`src/hdl/sem_pkg.sv`:
```
// Shared types and constants for the Sobel edge magnitude block.
// No dependencies; sobel_edge_magnitude, sem_window and sem_isqrt import this package.
package sem_pkg;

  localparam int PIXEL_BITS      = 8;
  localparam int MAG_BITS        = 8;
  localparam int DEF_MAX_WIDTH   = 1024;
  localparam int DEF_MAX_HEIGHT  = 4096;
  localparam int WIDTH_RESET     = 640;
  localparam int HEIGHT_RESET    = 480;
  localparam int WIDTH_REG_BITS  = 11;
  localparam int HEIGHT_REG_BITS = 13;
  localparam int CFG_IDX_BITS    = 2;
  localparam int CFG_DATA_BITS   = 13;

  // |gradient| <= 4 * max pixel
  localparam int GRAD_BITS     = PIXEL_BITS + 2;
  localparam int SQ_BITS       = 2 * GRAD_BITS;
  localparam int RAD_BITS      = 2 * MAG_BITS;
  localparam int RAD_MAX       = (2 ** RAD_BITS) - 1;
  localparam int SQRT_STEPS    = MAG_BITS;
  localparam int SQRT_CNT_BITS = $clog2(SQRT_STEPS);

  localparam logic REQ_PIXEL = 1'b0;
  localparam logic REQ_FLUSH = 1'b1;

  typedef enum logic [CFG_IDX_BITS-1:0] {
    REG_FRAME_WIDTH  = 2'd0,
    REG_FRAME_HEIGHT = 2'd1
  } cfg_reg_e;

  typedef logic [PIXEL_BITS-1:0] pix_t;
  typedef pix_t [8:0]            window_t;

  typedef struct packed {
    logic req_type;
    pix_t pixel;
  } sem_in_t;

  typedef struct packed {
    logic [MAG_BITS-1:0] magnitude;
    logic                frame_end;
  } sem_out_t;

endpackage

```
`src/hdl/sem_isqrt.sv`:
```
// Iterative integer square root, one result bit per cycle (digit recurrence).
// Depends on sem_pkg.
module sem_isqrt import sem_pkg::*; (
  input  logic                clk_i,
  input  logic                rst_ni,
  input  logic                start_i,
  input  logic [RAD_BITS-1:0] radicand_i,
  output logic                done_o,
  output logic [MAG_BITS-1:0] root_o
);

  logic                     busy_q;
  logic                     done_q;
  logic [SQRT_CNT_BITS-1:0] cnt_q;
  logic [RAD_BITS-1:0]      rad_q;
  logic [MAG_BITS:0]        rem_q;
  logic [MAG_BITS-1:0]      root_q;
  logic [MAG_BITS+2:0]      rem_try;
  logic [MAG_BITS+2:0]      trial;
  logic [MAG_BITS:0]        rem_d;
  logic [MAG_BITS-1:0]      root_d;

  always_comb begin
    rem_try = {rem_q, rad_q[RAD_BITS-1 -: 2]};
    trial   = {1'b0, root_q, 2'b01};
    if (rem_try >= trial) begin
      rem_d  = (MAG_BITS+1)'(rem_try - trial);
      root_d = {root_q[MAG_BITS-2:0], 1'b1};
    end else begin
      rem_d  = (MAG_BITS+1)'(rem_try);
      root_d = {root_q[MAG_BITS-2:0], 1'b0};
    end
  end

  always_ff @(posedge clk_i or negedge rst_ni) begin
    if (!rst_ni) begin
      busy_q <= 1'b0;
      done_q <= 1'b0;
      cnt_q  <= '0;
    end else if (start_i) begin
      busy_q <= 1'b1;
      done_q <= 1'b0;
      cnt_q  <= SQRT_CNT_BITS'(SQRT_STEPS - 1);
    end else if (busy_q) begin
      if (cnt_q == '0) begin
        busy_q <= 1'b0;
        done_q <= 1'b1;
      end else begin
        cnt_q <= cnt_q - 1'b1;
      end
    end else begin
      done_q <= 1'b0;
    end
  end

  always_ff @(posedge clk_i) begin
    if (start_i) begin
      rad_q  <= radicand_i;
      rem_q  <= '0;
      root_q <= '0;
    end else if (busy_q) begin
      rad_q  <= {rad_q[RAD_BITS-3:0], 2'b00};
      rem_q  <= rem_d;
      root_q <= root_d;
    end
  end

  assign done_o = done_q;
  assign root_o = root_q;

endmodule
```
`config.mk`:
```
export PLATFORM = sky130hd
export DESIGN_NAME = sem_isqrt
export DESIGN_NICKNAME = d
export VERILOG_FILES = /design/src/hdl/sem_pkg.sv /design/src/hdl/sem_isqrt.sv
export SDC_FILE = /design/constraint.sdc
export NUM_CORES = 1
export LEC_CHECK = 0
export BUFFER_PORTS_ARGS = -buffer_cell sky130_fd_sc_hd__clkbuf_2
export CAP_MARGIN = 20
export CORE_MARGIN = 2
export CORE_UTILIZATION = 45
export CTS_CLUSTER_DIAMETER = 60
export DETAILED_ROUTE_END_ITERATION = 10
export PLACE_DENSITY = 0.67
export SYNTH_ARGS = -nofsm -noshare
export SYNTH_HDL_FRONTEND = slang
export SYNTH_SLANG_ARGS = --single-unit
```
`constraint.sdc`:
```
create_clock -name clk_i -period 2 [get_ports clk_i]
set_clock_uncertainty 0.1 [all_clocks]
set_input_delay 0.1 -clock clk_i [delete_from_list [all_inputs] [get_ports clk_i]]
set_output_delay 0.1 -clock clk_i [all_outputs]
set_load 0.03 [all_outputs]
```
==> summary.txt, run 1 <==
STA
  • Post-layout minimum cycle time: ~2.0 ns
  • RSZ-0062 raised after global routing: true
  • Fin Setup TNS: 0 ns
  • Hold WS: 0.0106 ns
  • Final setup vio count: 0
  • Fin crit share: 99.9%
  • Setup WS post-layout: roughly 0.0011 ns
  • Max-slew headroom: about two thirds
  • Fmax: 500 MHz
  • Final Hold Fails: 0
  • Worst-margin pin slew: roughly 0.53 ns
  • Fin. max-slew vios: 0

Clock tree
  • CTS tree: built
  • Clock Tree Root: clkbuf_8
  • Worst-path clk slew: roughly 0.080 ns
  • Worst-Skew Late Latency: 0.29 ns
  • # H-tree levels: 2
  • Cts bufs inserted: 5
  • Max Root-Sink Buffers: 2
  • Clock Sinks: 38

GRT
  • Total track usage: a little under a fifth
  • Largest net degree at the start of global routing: 25
  • Vias in the first global route: 1602
  • First-pass GRT wire length: 7270 µm
  • Antenna violations before repair: 0
  • GRT Residual Overflow: 0

Synthesis
  • Sequential share of the synthesized area: a little under half
  • Yosys reg bits: 38
  • Mapped Cells: 185
  • Avg Cell Area, Syn: around 11 µm²
  • Post-synth top flop: dfxtp_1
  • Number of synthesized flops with an enable pin: 16
  • Yosys Warn Count: 0
  • Post-synthesis cell area: between 2000 and 2500 µm²
  • Mapped Nets: between 200 and 250
  • Synth unique cells: 36
  • Ys async rst share: a little over an eighth

Layout
  • Post-layout nets: between 200 and 300
  • ANT cells: 0
  • Share of cells above drive strength 1: between 40% and 50%
  • Area grow syn2layout: 29.6%

Setup path
  • Critical setup path kind: flop to flop
  • Critical path capture point type: flop
  • Crit-path slowest cell: a2111oi_4
  • Critical path arrival: around 2.1 ns
  • Crit path max fanout: 4
  • Critical Path RT: around 2.1 ns
  • Worst-path cell chain: inv_2 -> ha_4 -> a21o_1 -> a2111oi_4 -> o21ai_4 -> mux2_4 -> a211oi_2
  • CP max stage delay: 0.38 ns
  • CP Launch Type: flop

Detailed routing
  • DR DRC count: 0
  • Avg Vias per Cell: roughly 5.1
  • Number of vias in the routed layout: ~1500
  • Drt pass-1 iters: 4
  • Routed len/inst: 14.4 µm
  • Final WL: ~4200 µm
  • Initial DRC count: 47
  • ANT nets after route: 0

Pwr
  • VDD IR max: between 500 and 600 µV
  • Net Sw Frac: between 30% and 40%
  • Clock group share of total power: about a fifth
  • Flop pwr share: between 20% and 30%
  • Power Density: roughly 1300 nW/µm²
  • Lkg Pwr: between 0.001 and 0.0015 µW
  • NetSw: ~1200 µW
  • Logic pwr share: 51.4%
  • Int Pwr: around 2300 µW

Run status
  • Status: complete, no violations

Die
  • Initial Util: between 40% and 50%
  • Die height: 71.3 µm
  • DIE WIDTH: approximately 71 µm
  • Die footprint: just over 5000 µm²
  • # rows: 24
  • IO Pins: 28
  • CORE AREA: ~4400 µm²

Placement
  • Port buffer count: 27
  • DP Wirelength: between 3000 and 4000 µm
  • GP Congestion: 0.909
  • Dpl ws: -0.0353 ns

Worst hold path
  • Type of the tightest min-delay check: input pin to flop

Job
  • Max Cap Viol: 0
-- cell type report --
class | instances | area, µm²
fillers | 356 | 1710
inverters | 16 | 60.1
multi-input cells | 119 | 1090
flip-flops and latches | 38 | 953
clock buffers | 7 | 86.3
clock inverters | 1 | 30.0
repair buffers | 55 | 357
well taps | 52 | 65.1
-- power groups by stage --
stage / registers (µW) / logic, µW / clock network (µW)
floorplan: 1030 / 1250 / 0
detailed placement: 1050 / 1710 / 0
global route: 1050 / 1980 / 723
finish: 1040 / 1810 / 668
CTS: 1040 / 1750 / 691
global placement: 1050 / 1640 / 0
-- synth_stat cells, drive strengths merged (4+ instances only) --
cell    instances  area share, %
dfxtp          17             17
edfxtp         16             24
inv            16            2.9
mux2           15            8.5
mux2i          14            6.9
nor2           14            2.6
nand2          13            2.4
ha             12            7.4
o21ai          12            3.5
buf             9            2.9
xnor2           6            2.6
dfrtp           5            6.1
nor3            4            1.2
-- placed cells by master, fill, tap and decap left out, types with 3 or more instances in the layout --
cell           Yosys  final
buf_4              7     24
clkbuf_2           0     27
clkbuf_8           0      6
dfrtp_1            5      5
dfxtp_1           17     13
dfxtp_2            0      3
dlygate4sd3_1      0      3
edfxtp_1          16     16
ha_1              12      4
ha_4               0      8
inv_1             16     15
mux2_2            14     14
mux2i_1           14     13
nand2_1           13     13
nand2b_1           3      3
nor2_1            14     14
nor3_1             3      3
o21ai_1            9      8
xnor2_1            6      5
xor2_1             3      3
-- logic make-up (layout without fill, tap and decap cells) --
group	count (synthesis)	after routing	synth area share, %
adder cells (fa/ha/maj)	12	12	7.36
flip-flops	38	38	46.4
XOR/XNOR	9	9	3.87
multiplexers	29	29	15.3
AO/OA/AOI/OAI	27	27	10.3
AND/OR/NAND/NOR	42	42	10.3
buffers and inverters	28	79	6.44
-- metrics by stage --
stage | instance area [µm²] | total power (µW) | std cells | util, %
global route | 2640 | 3760 | 288 | 60.7
floorplan | 2140 | 2290 | 185 | -
finish | 2640 | 3520 | 288 | 60.7
global placement | 2440 | 2690 | 275 | 56.1
detailed placement | 2440 | 2760 | 275 | 56.1
CTS | 2610 | 3480 | 287 | 59.9
-- repair_timing --
action,4_1_cts,5_1_grt
hold endpoints to repair,7,0
gates resized for setup,2,4
pin swaps,2,5
hold buffers,3,0
setup endpoints to repair,4,10
setup buffers,1,2
-- routing by layer --
layer | vias to the layer above | track usage, % | wire length, µm | part of all wire, %
li1 | 733 | - | - | -
met2 | 42 | 32.5 | 2110 | 51
met1 | 685 | 21.1 | 1730 | 42
met3 | 10 | 4.08 | 204 | 4.9
met4 | 0 | 10.5 | 119 | 2.9
met5 | - | 0 | 0 | 0
-- sequential cells by signal, indices dropped and copies added, names as in the netlist --
signal	cells
rad_q	16
done_o	1
rem_q	9
busy_q	1
root_o	8
cnt_q	3
-- worst paths after layout --
| kind | start | end | slack [ns] | cells after the start |
|---|---|---|---|---|
| min | radicand_i[4] | rad_q[4] | 0.01 | 2 |
| min reg2reg | rem_q[6] | rem_q[6] | 0.38 | 2 |
| max in group asynchronous | rst_ni | cnt_q[1] | 1.60 | 2 |
| max | root_o[6] | rem_q[1] | 0.001 | 7 |
| min in group asynchronous | rst_ni | cnt_q[0] | 0.06 | 2 |
| max reg2reg | root_o[6] | rem_q[1] | 0.001 | 7 |
-- critical path, delay by kind of cell, from the launching register on --
family | cells | cell delay (ns)
buffers and inverters | 1 | 0.04
flip-flops | 1 | 0.34
adder cells (fa/ha/maj) | 1 | 0.23
multiplexers | 1 | 0.32
AO/OA/AOI/OAI | 4 | 0.91
Note: power is estimated with default switching activity, not from simulation.
==> run 2: changes to the inputs <==
Settings changed: PLACE_DENSITY 0.67 to unset.
Clock period 2 ns to 2.4 ns, I/O delays scaled along.
==> run 2 against run 1 <==
Compared with the run above:
- first-iteration DRC count is 55% higher
- utilization down 5.8 points
- design area down 9.6%
- largest cell class unchanged
==> summary.txt, run 2 (same netlist as run 1, synthesis figures left out) <==
Run status
  • Status: complete, no violations

Setup path
  • Critical Path RT: around 2.5 ns
  • Worst-path cell chain: inv_1 -> ha_1 -> a21o_1 -> a2111oi_4 -> o21ai_4 -> mux2_4 -> a211oi_2
  • Crit-path slowest cell: a2111oi_4
  • Critical path arrival: roughly 2.4 ns
  • R2R Setup Slk: roughly 0.11 ns
  • Crit path max fanout: 4
  • CP Launch Type: flop
  • CP max stage delay: 0.44 ns
  • Crit path max-delay family: compound AO/OA/AOI/OAI gates
  • Buffers & Inverters on Critical Path: 1
  • Critical path capture point type: flop
  • Critical setup path kind: flop to flop

GRT
  • Largest net degree at the start of global routing: 32
  • GRT Residual Overflow: 0
  • Antenna violations before repair: 0
  • Total track usage: 16.8%
  • First-pass GRT wire length: around 6700 µm
  • Vias in the first global route: 1445

STA
  • Fmax: roughly 440 MHz
  • Worst-margin pin slew: approximately 0.60 ns
  • Setup WS post-layout: 0.107 ns
  • Fin Setup TNS: 0 ns
  • Final setup vio count: 0
  • Max-slew headroom: between 50 and 60%
  • Fin. max-slew vios: 0
  • Fin crit share: between 90 and 100%
  • Final Hold Fails: 0
  • Post-layout minimum cycle time: 2.29 ns

Placement
  • Placed inst area: approximately 2200 µm²
  • DP Wirelength: between 2000 and 3000 µm
  • GP Congestion: around 0.8
  • Dpl ws: 0.106 ns
  • Port buffer count: 27

Detailed routing
  • Drt pass-1 iters: 4
  • Initial DRC count: 73
  • Final WL: approximately 3900 µm
  • ANT nets after route: 0
  • DR DRC count: 0
  • Routed len/inst: between 10 and 15 µm
  • Number of vias in the routed layout: roughly 1400
  • Avg Vias per Cell: between 5 and 6

Layout
  • Max reg flops: 16
  • Share of cells above drive strength 1: between 20% and 30%
  • Commonest cells after routing, fill and taps aside: clkbuf_2, inv_1, edfxtp_1, dfxtp_1
  • Commonest non-fill, non-tap cell in the layout: clkbuf_2
  • Util after Layout: 54.9%
  • Area grow syn2layout: 17.2%
  • Area of the multi-input gates: approximately 970 µm²
  • ANT cells: 0
  • Post-layout nets: roughly 250
  • Reg area: about 950 µm²
  • Fillers: slightly below 400
  • Biggest register: rad_q
  • Post-route cell area: roughly 2400 µm²

Clock tree
  • Cts bufs inserted: 5
  • Worst-path clk slew: around 0.08 ns
  • Clock Tree Root: clkbuf_8
  • # H-tree levels: 2
  • Worst-Skew Late Latency: slightly below 0.3 ns
  • CTS tree: built
  • Clock Sinks: 38
  • Max Root-Sink Buffers: 2

Die
  • # rows: 24
  • Die height: approximately 71 µm
  • Die footprint: between 5000 and 6000 µm²
  • DIE WIDTH: a little over 70 µm
  • IO Pins: 28
  • CORE AREA: 4350 µm²
  • Initial Util: 46.8%

Pwr
  • Power Density: 1140 nW/µm²
  • VDD IR max: around 570 µV
  • Lkg Pwr: approximately 0.0011 µW

Worst hold path
  • Type of the tightest min-delay check: input pin to flop

Job
  • Max Cap Viol: 0
-- run 2: power breakdown --
group	switching (µW)	leakage [µW]	internal (µW)
sequential	70.7	0.000366	781
clock	240	0.0000683	417
combinational	630	0.000644	598
total	941	0.00108	1800
-- run 2: cell type report --
| type | count | share of cell area, % |
|---|---|---|
| Inverter | 16 | 2.51 |
| Clock buffer | 5 | 2.88 |
| Sequential cell | 38 | 39.6 |
| Timing Repair Buffer | 36 | 8.69 |
| Tap cell | 52 | 2.72 |
| Multi-Input combinational cell | 119 | 40.7 |
| Clock inverter | 3 | 2.88 |
-- run 2: path summary, 6_finish.rpt --
kind,depth (start not counted),end,startpoint
worst min-delay path,2,rad_q[1],radicand_i[1]
max in group asynchronous,2,cnt_q[0],rst_ni
worst max-delay path,7,rem_q[1],root_o[6]
worst max register to register,7,rem_q[1],root_o[6]
worst min register to register,2,rem_q[7],rem_q[7]
min in group asynchronous,2,cnt_q[2],rst_ni
-- run 2: routing by layer --
| layer | part of all wire [%] | track usage [%] |
|---|---|---|
| met2 | 50 | 27.1 |
| met1 | 45 | 21.3 |
| met5 | 0 | 0 |
| met4 | 2.5 | 8.81 |
| met3 | 2.3 | 3.52 |
-- run 2: what timing repair did --
action                                 CTS  global route
endpoints found under the hold margin    6             0
hold buffers                             2             0
resized for setup                        0             2
setup endpoints to repair                0             3
setup buffers                            0             1
-- run 2: through the flow --
stage / hold WS [ns] / total power [µW] / instances
after floorplan: -0.276 / 1780 / 185
after global placement: -0.162 / 1990 / 258
after detailed placement: -0.154 / 2030 / 258
after CTS: 0.0167 / 2700 / 268
after global routing: 0.0240 / 2900 / 269
final: 0.0198 / 2740 / 269
==> run 3: changes to the inputs <==
Settings changed: ABC_AREA set to 1.
==> run 3 against run 2 <==
Compared with the run above:
- final cell count increased by 33%
- total power fell by 0.97%
- sequential share of layout area fell by 0.88 points
- hold slack got worse by 0.012 ns
- critical path type unchanged
- register-to-register slack better by 0.48 ns
- count of clock-buffer cells in the layout increased by 3
- fmax grew 26%
- combinational power is 15% higher
- synthesized area increased by 4.6%
- largest cell class is now sequential cells
- die area rose by 4.3%
==> summary.txt, run 3 <==
STA
  • Fmax: between 500 and 600 MHz
  • RSZ-0062 raised after global routing: false
  • Fin crit share: 75.6%
  • Fin. max-slew vios: 0
  • Final Hold Fails: 0
  • Post-layout minimum cycle time: between 1.5 and 2 ns
  • Max-slew headroom: about three fifths
  • Final setup vio count: 0
  • Worst-margin pin slew: around 0.59 ns
  • Fin Setup TNS: 0 ns
  • Hold WS: between 0.007 and 0.008 ns

Clock tree
  • Worst-Skew Late Latency: 0.28 ns
  • CTS tree: built
  • # H-tree levels: 2
  • Worst-path clk slew: 0.07 ns
  • Cts bufs inserted: 5
  • Clock Tree Root: clkbuf_8
  • Number of cells upsized or downsized after cts: 0
  • Clock Sinks: 38
  • Max Root-Sink Buffers: 2

Worst hold path
  • Hold Path Cell Cnt: 3
  • Hold endpoint: rad_q[11]
  • Critical hold path startpoint: radicand_i[11]
  • Type of the tightest min-delay check: input pin to flop

Synthesis
  • Synth top area share: 22.5%
  • Post-synth top flop: dfxtp_1
  • Ys async rst share: 13.2%
  • Post-synthesis cell area: approximately 2100 µm²
  • Yosys Warn Count: 0
  • Ranking of synthesized cells by area: edfxtp_1, nand2_1, dfxtp_1, ha_1, inv_1
  • Yosys reg bits: 38
  • Sequential share of the synthesized area: 44.3%
  • Leading area contributor after synthesis: edfxtp_1
  • Mapped Cells: 270
  • Cell with the most instances after synthesis: nand2_1
  • Avg Cell Area, Syn: ~7.9 µm²
  • Mapped Nets: between 300 and 400
  • Synth unique cells: 28
  • Number of synthesized flops with an enable pin: 16
  • Commonest cells post-synth: nand2_1, inv_1, nand3_1, dfxtp_1, edfxtp_1

Die
  • DIE WIDTH: roughly 73 µm
  • CORE AREA: 4660 µm²
  • # rows: 25
  • IO Pins: 28
  • Die height: 72.9 µm
  • Initial Util: a little under half
  • Die footprint: about 5300 µm²

Detailed routing
  • Drt pass-1 iters: 4
  • Routed len/inst: between 10 and 15 µm
  • Initial DRC count: 67
  • Number of vias in the routed layout: 1719
  • Final WL: 4230 µm
  • Avg Vias per Cell: ~4.8
  • DR DRC count: 0
  • ANT nets after route: 0

Setup path
  • Critical path capture point type: flop
  • Reg2reg start: root_o[3]
  • Crit path max fanout: 10
  • Reg2reg end: rem_q[6]
  • CP Launch Type: flop
  • R2R Setup Slk: approximately 0.59 ns
  • Reg2Reg Depth: 11
  • Critical Path RT: approximately 2.5 ns
  • Critical setup path kind: flop to flop
  • Critical path arrival: approximately 1.9 ns

Layout
  • Commonest cells after routing, fill and taps aside: nand2_1, inv_1, clkbuf_2
  • Area grow syn2layout: 14.5%
  • Max reg flops: 16
  • Biggest register: rad_q
  • Post-layout nets: roughly 340
  • Reg area: roughly 950 µm²
  • ANT cells: 0
  • Post-route cell area: ~2400 µm²
  • Share of cells above drive strength 1: 16.4%
  • Commonest non-fill, non-tap cell in the layout: nand2_1
  • Area of the multi-input gates: approximately 940 µm²
  • Fillers: roughly 460

GRT
  • Total track usage: 18.2%
  • Vias in the first global route: 1664
  • First-pass GRT wire length: 7440 µm
  • Antenna violations before repair: 0
  • Largest net degree at the start of global routing: 25
  • GRT Residual Overflow: 0

Run status
  • Status: complete, no violations

Placement
  • GP Congestion: 0.917
  • Port buffer count: 27
  • DP Wirelength: a little over 3000 µm
  • Placed inst area: 2270 µm²

Pwr
  • VDD IR max: approximately 370 µV
  • Lkg Pwr: 0.00127 µW
  • Power Density: between 1000 and 1500 nW/µm²

Job
  • Max Cap Viol: 0
[run 3: changes by cell type after synthesis, moves of 8 or more]
cell     previous run  this run
nand3_1             2        25
mux2i_1            14         0
o21ai_1             9         1
inv_1              16        36
mux2_2             14         0
nand2_1            13       103
[run 3: power by group]
group          switching [µW]  leakage [µW]  total [µW]  internal (µW)
Clock                     220     0.0000395         427            207
Combinational             887      0.000864        1410            521
Sequential               78.5      0.000371         876            797
Total                    1190       0.00127        2710           1530
[run 3: stage by stage]
stage               util, %  instances  setup WS [ns]  power (µW)
global placement       48.8        342          0.612        2270
finish                 52.4        359          0.585        2710
floorplan                 -        270          0.634        2030
global route           52.4        359          0.410        2970
detailed placement     48.8        342          0.603        2290
CTS                    52.4        359          0.582        2740
[run 3: cell families after synthesis]
group,Yosys count,share of synthesized area (%)
buf+inv,51,11.4
compound gates,19,5.75
flops,38,44.3
fa+ha+maj,12,7.04
simple gates,146,29.8
xor+xnor,4,1.64
[run 3: layout make-up]
class | count | share of cell area [%]
repair buffers | 38 | 9.84
well taps | 54 | 2.77
flip-flops and latches | 38 | 38.7
multi-input cells | 181 | 38.6
clock buffers | 8 | 3.28
inverters | 40 | 6.76
[run 3: layer usage]
metal | up-vias | share of wire (%) | global-route usage [%]
met3 | 12 | 3.8 | 3.73
li1 | 915 | - | -
met4 | 0 | 2.7 | 7.61
met1 | 752 | 49 | 23.9
met2 | 40 | 44 | 29.2
met5 | - | 0 | 0
[run 3: worst max-delay path by stage]
stage,startpoint,endpoint,slack [ns],cells past startpoint
after CTS,root_o[3],rem_q[5],0.58,11
after detailed placement,root_o[3],rem_q[5],0.60,11
after global routing,root_o[3],rem_q[7],0.41,11
after global placement,root_o[3],rem_q[4],0.61,11
after floorplan,root_o[7],rem_q[0],0.63,10
final,root_o[3],rem_q[6],0.59,11
[run 3: what timing repair did]
| action | in CTS | in global routing |
|---|---|---|
| hold buffers | 9 | 0 |
| setup buffers | 0 | 0 |
| hold endpoints to repair | 13 | 0 |
[run 3: critical path, cell delays in order (launching register included)]
cell and delay (ns):
dfxtp_1 0.34, inv_1 0.08, ha_1 0.38, nand2_1 0.12, nor2_2 0.11, nand3b_1 0.11, nand2_2 0.11, inv_4 0.08
nand2_8 0.09, nand2_1 0.06, nand3_1 0.07, nand2_1 0.06
